### src/design/phij_pkg.sv
// Shared types, constants and codes for the peak-and-hold injector pulse unit.
package phij_pkg;

    localparam int CHANNELS    = 4;
    localparam int ADC_W       = 10;
    localparam int TIMER_W     = 17;
    localparam int PWM_W       = 16;
    localparam int STIMER_W    = 10;
    localparam int CH_W        = 2;
    localparam int DRIVE_W     = 4;
    localparam int COUNT_W     = 12;
    localparam int SUM_W       = 22;
    localparam int CFG_IDX_W   = 3;
    localparam int CFG_DATA_W  = 17;
    localparam int DIV_CNT_W   = 5;

    localparam logic [COUNT_W-1:0] COUNT_MAX = {COUNT_W{1'b1}};

    localparam logic [1:0] PH_IDLE = 2'd0;
    localparam logic [1:0] PH_ON   = 2'd1;
    localparam logic [1:0] PH_HOLD = 2'd2;

    localparam logic [CFG_IDX_W-1:0] REG_PULSE_WIDTH     = 3'd0;
    localparam logic [CFG_IDX_W-1:0] REG_PEAK_TIME       = 3'd1;
    localparam logic [CFG_IDX_W-1:0] REG_HOLD_TIME       = 3'd2;
    localparam logic [CFG_IDX_W-1:0] REG_HOLD_PERIOD     = 3'd3;
    localparam logic [CFG_IDX_W-1:0] REG_HOLD_ON         = 3'd4;
    localparam logic [CFG_IDX_W-1:0] REG_SAMPLE_INTERVAL = 3'd5;
    localparam logic [CFG_IDX_W-1:0] REG_ZERO_CODE       = 3'd6;

    localparam logic OP_TICK  = 1'b0;
    localparam logic OP_START = 1'b1;

    typedef struct packed {
        logic              op;
        logic [CH_W-1:0]   channel;
        logic              peak_hold;
        logic [ADC_W-1:0]  adc_sample;
    } in_item_t;

    typedef struct packed {
        logic [DRIVE_W-1:0] drive;
        logic               busy_res;
        logic               done_res;
        logic               rejected;
        logic [ADC_W-1:0]   peak_counts;
        logic [ADC_W-1:0]   avg_counts;
        logic [COUNT_W-1:0] sample_count;
    } out_item_t;

    typedef struct packed {
        logic step;
        logic load;
    } cmd_t;

    typedef struct packed {
        logic need_div;
        logic div_busy;
    } status_t;

endpackage

### src/design/peak_hold_injector_pulse_unit.sv
// Top level of the peak-and-hold injector pulse unit.
//
//   channel  direction  handshake              payload
//   in       to block   in_valid / in_stall    in_data   (in_item_t)
//   out      from block out_valid / out_stall  out_data  (out_item_t)
//   cfg      to block   cfg_we                 cfg_index, cfg_wdata
//
// An item is accepted, then loaded into the output register. An item that ends
// a firing with samples waits in between, in the divide state, for the
// bit-serial divider that forms the average (one quotient bit per cycle over
// the 22-bit sum) to finish. The output register lets the next item be
// accepted while a result waits; a held result stalls the next load.
// Reset is asynchronous and loads the register defaults; no clearing pass.
module peak_hold_injector_pulse_unit
(
    input  logic                              clk,
    input  logic                              rst_n,
    input  logic                              in_valid,
    output logic                              in_stall,
    input  phij_pkg::in_item_t                in_data,
    output logic                              out_valid,
    input  logic                              out_stall,
    output phij_pkg::out_item_t               out_data,
    input  logic                              cfg_we,
    input  logic [phij_pkg::CFG_IDX_W-1:0]    cfg_index,
    input  logic [phij_pkg::CFG_DATA_W-1:0]   cfg_wdata
);
    import phij_pkg::*;

    cmd_t    cmd;
    status_t status;

    phij_ctrl u_ctrl
    (
        .clk       (clk),
        .rst_n     (rst_n),
        .in_valid  (in_valid),
        .in_stall  (in_stall),
        .out_valid (out_valid),
        .out_stall (out_stall),
        .status    (status),
        .cmd       (cmd)
    );

    phij_dp u_dp
    (
        .clk       (clk),
        .rst_n     (rst_n),
        .cfg_we    (cfg_we),
        .cfg_index (cfg_index),
        .cfg_wdata (cfg_wdata),
        .in_data   (in_data),
        .cmd       (cmd),
        .status    (status),
        .out_data  (out_data)
    );

endmodule

### src/design/phij_div.sv
// Restoring divider, one quotient bit per cycle, for the average current.
module phij_div
(
    input  logic                           clk,
    input  logic                           rst_n,
    input  logic                           start,
    input  logic [phij_pkg::SUM_W-1:0]     dividend,
    input  logic [phij_pkg::COUNT_W-1:0]   divisor,
    output logic                           busy,
    output logic [phij_pkg::ADC_W-1:0]     quotient
);
    import phij_pkg::*;

    logic                  busy_reg, busy_next;
    logic [DIV_CNT_W-1:0]  cnt_reg, cnt_next;
    logic [SUM_W-1:0]      quo_reg, quo_next;
    logic [COUNT_W-1:0]    rem_reg, rem_next;
    logic [COUNT_W-1:0]    dvs_reg, dvs_next;
    logic [COUNT_W:0]      shifted;
    logic [COUNT_W:0]      trial;

    always_comb
    begin
        busy_next = busy_reg;
        cnt_next  = cnt_reg;
        quo_next  = quo_reg;
        rem_next  = rem_reg;
        dvs_next  = dvs_reg;
        shifted   = {rem_reg, quo_reg[SUM_W-1]};
        trial     = shifted - {1'b0, dvs_reg};
        if (start)
        begin
            busy_next = 1'b1;
            cnt_next  = DIV_CNT_W'(SUM_W);
            quo_next  = dividend;
            rem_next  = '0;
            dvs_next  = divisor;
        end
        else if (busy_reg)
        begin
            if (shifted >= {1'b0, dvs_reg})
            begin
                rem_next = trial[COUNT_W-1:0];
                quo_next = {quo_reg[SUM_W-2:0], 1'b1};
            end
            else
            begin
                rem_next = shifted[COUNT_W-1:0];
                quo_next = {quo_reg[SUM_W-2:0], 1'b0};
            end
            cnt_next = cnt_reg - 1'b1;
            if (cnt_reg == DIV_CNT_W'(1))
            begin
                busy_next = 1'b0;
            end
        end
    end

    always_ff @(posedge clk or negedge rst_n)
    begin
        if (!rst_n)
        begin
            busy_reg <= 1'b0;
            cnt_reg  <= '0;
        end
        else
        begin
            busy_reg <= busy_next;
            cnt_reg  <= cnt_next;
        end
    end

    always_ff @(posedge clk)
    begin
        quo_reg <= quo_next;
        rem_reg <= rem_next;
        dvs_reg <= dvs_next;
    end

    assign busy     = busy_reg;
    assign quotient = quo_reg[ADC_W-1:0];

endmodule

### src/design/phij_dp.sv
// Datapath: configuration registers, firing timers, current statistics and result register.
module phij_dp
(
    input  logic                              clk,
    input  logic                              rst_n,
    input  logic                              cfg_we,
    input  logic [phij_pkg::CFG_IDX_W-1:0]    cfg_index,
    input  logic [phij_pkg::CFG_DATA_W-1:0]   cfg_wdata,
    input  phij_pkg::in_item_t                in_data,
    input  phij_pkg::cmd_t                    cmd,
    output phij_pkg::status_t                 status,
    output phij_pkg::out_item_t               out_data
);
    import phij_pkg::*;

    logic [TIMER_W-1:0]  pulse_width_reg, peak_time_reg, hold_time_reg;
    logic [PWM_W-1:0]    hold_period_reg, hold_on_reg;
    logic [STIMER_W-1:0] interval_reg;
    logic [ADC_W-1:0]    zero_code_reg;

    logic [1:0]          phase_reg, phase_next;
    logic [CH_W-1:0]     ch_reg, ch_next;
    logic                mode_reg, mode_next;
    logic [TIMER_W-1:0]  ptimer_reg, ptimer_next;
    logic [PWM_W-1:0]    pwm_timer_reg, pwm_timer_next;
    logic                pwm_on_reg, pwm_on_next;
    logic [STIMER_W-1:0] stimer_reg, stimer_next;
    logic [ADC_W-1:0]    peak_reg, peak_next;
    logic [SUM_W-1:0]    sum_reg, sum_next;
    logic [COUNT_W-1:0]  total_reg, total_next;

    out_item_t           res_reg, res_next;
    logic                res_div_reg, res_div_next;
    out_item_t           out_reg, out_next;

    logic [ADC_W-1:0]    net;
    logic [STIMER_W-1:0] st_inc;
    logic [TIMER_W-1:0]  pt_inc;
    logic [TIMER_W-1:0]  on_len;
    logic [PWM_W-1:0]    pw_inc;
    logic                finish;
    logic                rej;
    logic                drive_on;
    logic                div_busy;
    logic [ADC_W-1:0]    quotient;

    always_ff @(posedge clk or negedge rst_n)
    begin
        if (!rst_n)
        begin
            pulse_width_reg <= TIMER_W'(20000);
            peak_time_reg   <= TIMER_W'(2000);
            hold_time_reg   <= TIMER_W'(1800);
            hold_period_reg <= PWM_W'(500);
            hold_on_reg     <= PWM_W'(250);
            interval_reg    <= STIMER_W'(50);
            zero_code_reg   <= ADC_W'(512);
        end
        else if (cfg_we)
        begin
            case (cfg_index)
                REG_PULSE_WIDTH:     pulse_width_reg <= cfg_wdata[TIMER_W-1:0];
                REG_PEAK_TIME:       peak_time_reg   <= cfg_wdata[TIMER_W-1:0];
                REG_HOLD_TIME:       hold_time_reg   <= cfg_wdata[TIMER_W-1:0];
                REG_HOLD_PERIOD:     hold_period_reg <= cfg_wdata[PWM_W-1:0];
                REG_HOLD_ON:         hold_on_reg     <= cfg_wdata[PWM_W-1:0];
                REG_SAMPLE_INTERVAL: interval_reg    <= cfg_wdata[STIMER_W-1:0];
                REG_ZERO_CODE:       zero_code_reg   <= cfg_wdata[ADC_W-1:0];
                default:             ;
            endcase
        end
    end

    always_comb
    begin
        phase_next     = phase_reg;
        ch_next        = ch_reg;
        mode_next      = mode_reg;
        ptimer_next    = ptimer_reg;
        pwm_timer_next = pwm_timer_reg;
        pwm_on_next    = pwm_on_reg;
        stimer_next    = stimer_reg;
        peak_next      = peak_reg;
        sum_next       = sum_reg;
        total_next     = total_reg;
        finish         = 1'b0;
        rej            = 1'b0;

        net    = (in_data.adc_sample > zero_code_reg) ?
                 in_data.adc_sample - zero_code_reg : '0;
        st_inc = stimer_reg + 1'b1;
        pt_inc = ptimer_reg + 1'b1;
        pw_inc = pwm_timer_reg + 1'b1;
        on_len = mode_reg ? peak_time_reg : pulse_width_reg;

        if (in_data.op == OP_START)
        begin
            if (phase_reg != PH_IDLE ||
                {1'b0, in_data.channel} >= (CH_W+1)'(CHANNELS))
            begin
                rej = 1'b1;
            end
            else
            begin
                phase_next     = PH_ON;
                ch_next        = in_data.channel;
                mode_next      = in_data.peak_hold;
                ptimer_next    = '0;
                pwm_timer_next = '0;
                pwm_on_next    = 1'b0;
                stimer_next    = '0;
                peak_next      = '0;
                sum_next       = '0;
                total_next     = '0;
            end
        end
        else if (phase_reg != PH_IDLE)
        begin
            if (stimer_reg == '0)
            begin
                if (net > peak_reg)
                begin
                    peak_next = net;
                end
                if (total_reg < COUNT_MAX)
                begin
                    total_next = total_reg + 1'b1;
                    sum_next   = sum_reg + SUM_W'(net);
                end
            end
            stimer_next = (st_inc >= interval_reg) ? '0 : st_inc;
            ptimer_next = pt_inc;
            if (phase_reg == PH_ON)
            begin
                if (pt_inc >= on_len)
                begin
                    if (mode_reg && hold_time_reg != '0)
                    begin
                        phase_next     = PH_HOLD;
                        ptimer_next    = '0;
                        pwm_timer_next = '0;
                        pwm_on_next    = (hold_on_reg != '0);
                    end
                    else
                    begin
                        finish = 1'b1;
                    end
                end
            end
            else
            begin
                pwm_timer_next = (pw_inc >= hold_period_reg) ? '0 : pw_inc;
                pwm_on_next    = (pwm_timer_next < hold_on_reg);
                if (pt_inc >= hold_time_reg)
                begin
                    finish = 1'b1;
                end
            end
            if (finish)
            begin
                phase_next  = PH_IDLE;
                pwm_on_next = 1'b0;
            end
        end

        drive_on = (phase_next == PH_ON) || (phase_next == PH_HOLD && pwm_on_next);

        res_next              = '0;
        res_next.drive        = drive_on ? DRIVE_W'(1) << ch_next : '0;
        res_next.busy_res     = (phase_next != PH_IDLE);
        res_next.done_res     = finish;
        res_next.rejected     = rej;
        res_next.peak_counts  = finish ? peak_next : '0;
        res_next.sample_count = finish ? total_next : '0;
        res_div_next          = finish && (total_next != '0);
    end

    always_comb
    begin
        out_next            = res_reg;
        out_next.avg_counts = res_div_reg ? quotient : '0;
    end

    always_ff @(posedge clk or negedge rst_n)
    begin
        if (!rst_n)
        begin
            phase_reg     <= PH_IDLE;
            ch_reg        <= '0;
            mode_reg      <= 1'b0;
            ptimer_reg    <= '0;
            pwm_timer_reg <= '0;
            pwm_on_reg    <= 1'b0;
            stimer_reg    <= '0;
            peak_reg      <= '0;
            sum_reg       <= '0;
            total_reg     <= '0;
        end
        else if (cmd.step)
        begin
            phase_reg     <= phase_next;
            ch_reg        <= ch_next;
            mode_reg      <= mode_next;
            ptimer_reg    <= ptimer_next;
            pwm_timer_reg <= pwm_timer_next;
            pwm_on_reg    <= pwm_on_next;
            stimer_reg    <= stimer_next;
            peak_reg      <= peak_next;
            sum_reg       <= sum_next;
            total_reg     <= total_next;
        end
    end

    always_ff @(posedge clk)
    begin
        if (cmd.step)
        begin
            res_reg     <= res_next;
            res_div_reg <= res_div_next;
        end
        if (cmd.load)
        begin
            out_reg <= out_next;
        end
    end

    phij_div u_div
    (
        .clk      (clk),
        .rst_n    (rst_n),
        .start    (cmd.step && res_div_next),
        .dividend (sum_next),
        .divisor  (total_next),
        .busy     (div_busy),
        .quotient (quotient)
    );

    assign status.need_div = res_div_next;
    assign status.div_busy = div_busy;
    assign out_data        = out_reg;

endmodule

### src/design/phij_ctrl.sv
// Controller: item sequencing, divider wait and output register handshake.
module phij_ctrl
(
    input  logic               clk,
    input  logic               rst_n,
    input  logic               in_valid,
    output logic               in_stall,
    output logic               out_valid,
    input  logic               out_stall,
    input  phij_pkg::status_t  status,
    output phij_pkg::cmd_t     cmd
);
    import phij_pkg::*;

    localparam logic [1:0] S_IDLE = 2'd0;
    localparam logic [1:0] S_DIV  = 2'd1;
    localparam logic [1:0] S_LOAD = 2'd2;

    logic [1:0] state_reg, state_next;
    logic       out_valid_reg, out_valid_next;
    logic       accept;
    logic       out_free;

    assign accept   = in_valid && (state_reg == S_IDLE);
    assign out_free = !out_valid_reg || !out_stall;

    always_comb
    begin
        state_next     = state_reg;
        out_valid_next = out_valid_reg && out_stall;
        cmd.step       = 1'b0;
        cmd.load       = 1'b0;
        case (state_reg)
            S_IDLE:
            begin
                if (accept)
                begin
                    cmd.step   = 1'b1;
                    state_next = status.need_div ? S_DIV : S_LOAD;
                end
            end
            S_DIV:
            begin
                if (!status.div_busy)
                begin
                    state_next = S_LOAD;
                end
            end
            S_LOAD:
            begin
                if (out_free)
                begin
                    cmd.load       = 1'b1;
                    out_valid_next = 1'b1;
                    state_next     = S_IDLE;
                end
            end
            default:
            begin
                state_next = S_IDLE;
            end
        endcase
    end

    always_ff @(posedge clk or negedge rst_n)
    begin
        if (!rst_n)
        begin
            state_reg     <= S_IDLE;
            out_valid_reg <= 1'b0;
        end
        else
        begin
            state_reg     <= state_next;
            out_valid_reg <= out_valid_next;
        end
    end

    assign in_stall  = (state_reg != S_IDLE);
    assign out_valid = out_valid_reg;

endmodule

### config.mk
export PLATFORM = sky130hd
export DESIGN_NAME = peak_hold_injector_pulse_unit
export DESIGN_NICKNAME = d
export VERILOG_FILES = /design/src/design/phij_pkg.sv /design/src/design/peak_hold_injector_pulse_unit.sv /design/src/design/phij_div.sv /design/src/design/phij_dp.sv /design/src/design/phij_ctrl.sv
export SDC_FILE = /design/constraint.sdc
export NUM_CORES = 1
export LEC_CHECK = 0
export ABC_AREA = 1
export BUFFER_PORTS_ARGS = -buffer_cell sky130_fd_sc_hd__buf_4
export CAP_MARGIN = 0
export CORE_ASPECT_RATIO = 0.5
export CORE_UTILIZATION = 63
export DETAILED_ROUTE_END_ITERATION = 7
export GPL_ROUTABILITY_DRIVEN = 0
export GPL_TIMING_DRIVEN = 1
export HOLD_SLACK_MARGIN = 0.06
export PLACE_DENSITY = 0.81
export REMOVE_ABC_BUFFERS = 1
export SLEW_MARGIN = 20
export SYNTH_ARGS = -nofsm -noshare
export SYNTH_HDL_FRONTEND = slang
export SYNTH_SLANG_ARGS = --single-unit
### constraint.sdc
create_clock -name clk -period 5.75 [get_ports clk]
set_input_delay 0.8625 -clock clk [delete_from_list [all_inputs] [get_ports clk]]
set_output_delay 0.8625 -clock clk [all_outputs]
set_load 0.02 [all_outputs]
==> results.json <==
{
  "swShare_pct": 41.86,
  "numCtsBuffers": 29,
  "internal-power_mw": 5.477,
  "dpl.hpwl_mm": 29.34,
  "synthCells": 2135,
  "grt_antenna_before_repair": 0,
  "rsz0062_at_grt": "false",
  "cp_data_arrival_time_ps": 5360,
  "critPathKind": "in2reg",
  "die_area_um2": 29480,
  "seqCellArea_um2": 8502,
  "clock_sinks": 320,
  "wl_mm": 41.30,
  "setup_tns_ps": 0,
  "die_y_um": 121.9,
  "vias": 14540,
  "drc": 0,
  "critPathSlowestCell": "fa_1",
  "area.growth.synth_to_final_pct": 10.10,
  "hold_class": "in2async",
  "first_global_vias": 13890,
  "coreArea_um2": 27980,
  "slowest_delay_ps": 390,
  "worstSetupStartpointType": "primary input",
  "placedCellCount": 2551,
  "multi_input_area_um2": 7949,
  "drive_above_1_share_pct": 11.34,
  "ant_nets": 0,
  "powerDensity_nw_per_um2": 472.3,
  "netlist_area_um2": 18110,
  "combinationalPowerShare_pct": 43.1,
  "rows": 43,
  "seq_area_frac_synth_pct": 46.93,
  "cts_root_buf": "clkbuf_16",
  "grt_max_degree": 119,
  "initial_core_util_pct": 64.75,
  "setup_viol": 0,
  "post_cts_resized": 0,
  "fin_total_pwr_mw": 9.420,
  "async_flop_share_pct": 64.06,
  "ir_worst_vdd_uv": 258.3,
  "avgSynthCellArea_um2": 8.485,
  "path_common_cell": "nand2_1",
  "worstPathRequired_ps": 6070,
  "whs_ps": 346.1,
  "min_period_ps": 5041,
  "finalNonFillerCells": 2604,
  "wl_per_cell_um": 15.86,
  "slew-limit-headroom_pct": 26.36,
  "post_cts_buffers": 0,
  "h-tree-depth": 1,
  "grt_pass1_wl_mm": 68.36,
  "synth_seq_cells": 320,
  "period_share_pct": 87.67,
  "pin_count": 80,
  "grt_usage_pct": 28.81,
  "numPortBuffers": 79,
  "status": "complete, no violations",
  "fill_cells": 2209,
  "ys_warn_count": 0,
  "grt_overflow_total": 0,
  "synth_ff_type": "dfrtp_1",
  "drtIter0Drc": 1160,
  "cts_tree": "built",
  "p_seq_share_pct": 36.8,
  "fin_nets": 2367,
  "yosysUniqueCellTypes": 62,
  "cap_violations": 0,
  "slew_viol_final": 0,
  "pwr-share-clk_pct": 20.1,
  "clock-skew-final_ps": 11.03,
  "crit_fanout": 10,
  "max_freq_ghz": 0.1984,
  "worst_slew_pin_slew_ps": 1105,
  "power.leakage_nw": 9.597,
  "endpoint_kind": "flop",
  "detail_route.first_pass.iterations": 5,
  "vias_per_cell": 5.583,
  "n_antenna_cell": 0,
  "insertion_delay_ps": 570,
  "cts_hold_buf": 0,
  "die_w_um": 241.8,
  "clk_pin_slew_worst_paths_ps": 70,
  "hold_viol_final": 0,
  "clockBufferDepth": 3,
  "p_switching_mw": 3.943,
  "synth_edf_count": 103,
  "largest_reg_flops": 39
}
-- final timing paths --
path                       cells past startpoint                         startpoint  slack [ps]                          endpoint
min in group clk                               0    u_dp.out_next[24]$_SDFFCE_PN0P_         420       u_dp.out_data[24]$_DFFE_PP_
max in group asynchronous                      2                              rst_n        4300    u_dp.total_reg[11]$_DFFE_PN0P_
setup / recovery                              33                         in_data[0]         710  u_dp.u_div.quo_reg[15]$_DFFE_PP_
setup reg to reg                              34  u_dp.pwm_timer_reg[2]$_DFFE_PN0P_         720   u_dp.out_next[36]$_SDFFCE_PP0P_
hold reg to reg                                0    u_dp.out_next[24]$_SDFFCE_PN0P_         420       u_dp.out_data[24]$_DFFE_PP_
hold / removal                                 1                              rst_n         350    u_dp.ptimer_reg[9]$_DFFE_PN0P_
-- placed cells by master, fill, tap and decap left out, types with 44 or more instances in the layout --
cell and instances:
inv_1 342, a21oi_1 93, nand3_1 65, edfxtp_1 103, buf_4 91, ha_1 125
xor2_1 44, nor2_1 123, o21ai_0 244, dfrtp_1 174, nand2_1 438
-- cell usage after synthesis, drive strengths merged (10+ instances only) --
cell type / number / area (um^2)
a21oi: 94 / 470.5
mux2i: 16 / 160.2
o22ai: 22 / 137.6
buf: 15 / 123.9
dfstp: 31 / 814.5
xor2: 44 / 385.4
dfrtp: 174 / 4354
nor4: 13 / 96.34
clkbuf: 44 / 165.2
o21ai: 256 / 1289
inv: 367 / 1380
nor3: 34 / 207.7
edfxtp: 103 / 3093
ha: 125 / 1564
nand2: 464 / 1812
dfxtp: 12 / 240.2
o21bai: 10 / 75.07
nand3: 69 / 375.4
o32ai: 13 / 113.9
nand4: 42 / 262.8
nor2: 128 / 508.0
-- per-stage QoR --
stage                     area (um^2)  util (%)  setup WS (ps)
final                           19940     71.29          708.7
after global routing            19940     71.29          25.30
after CTS                       19940     71.27          736.2
after detailed placement        19030     68.03          245.6
after global placement          19030     68.03          417.4
after floorplan                 17830         -          483.9
-- power by group through the flow --
stage / Combinational (mW) / Clock, mW / Sequential [mW]
floorplan: 2.83 / 0 / 3.48
global placement: 3.86 / 0 / 3.47
detailed placement: 3.99 / 0 / 3.48
CTS: 4.03 / 1.91 / 3.45
global route: 4.60 / 2.01 / 3.53
finish: 4.06 / 1.89 / 3.46
-- per-layer routing --
layer	up-vias	track usage (%)	wire length (um)
met5	-	0	0
met4	0	10.36	1371
met3	93	4.913	2345
met2	422	47.84	19230
met1	6842	38.61	18350
li1	7182	-	-
-- cell families (layout without fill, tap and decap cells) --
kind of cell	Yosys count	after routing	share of synthesized area (%)
flops	320	320	46.93
xor+xnor	50	50	2.417
simple gates	763	763	18.48
fa+ha+maj	128	128	8.965
mux	18	18	1.008
buf+inv	429	516	9.276
compound gates	427	427	12.92
-- critical path: cells and delay by family --
family	cells	cell delay [ps]
and+or+nand+nor	16	1660
AOI/OAI and AO/OA	9	1630
adders and majority gates	3	790
buffers and inverters	5	420
-- cell type report --
class	count	share of cell area (%)
Clock buffer	37	3.890
Inverter	370	6.982
Tap cell	382	2.396
Multi-Input combinational cell	1386	39.86
Sequential cell	320	42.63
Clock inverter	16	0.6524
Timing Repair Buffer	93	3.595
(Power assumes the default switching activity.)
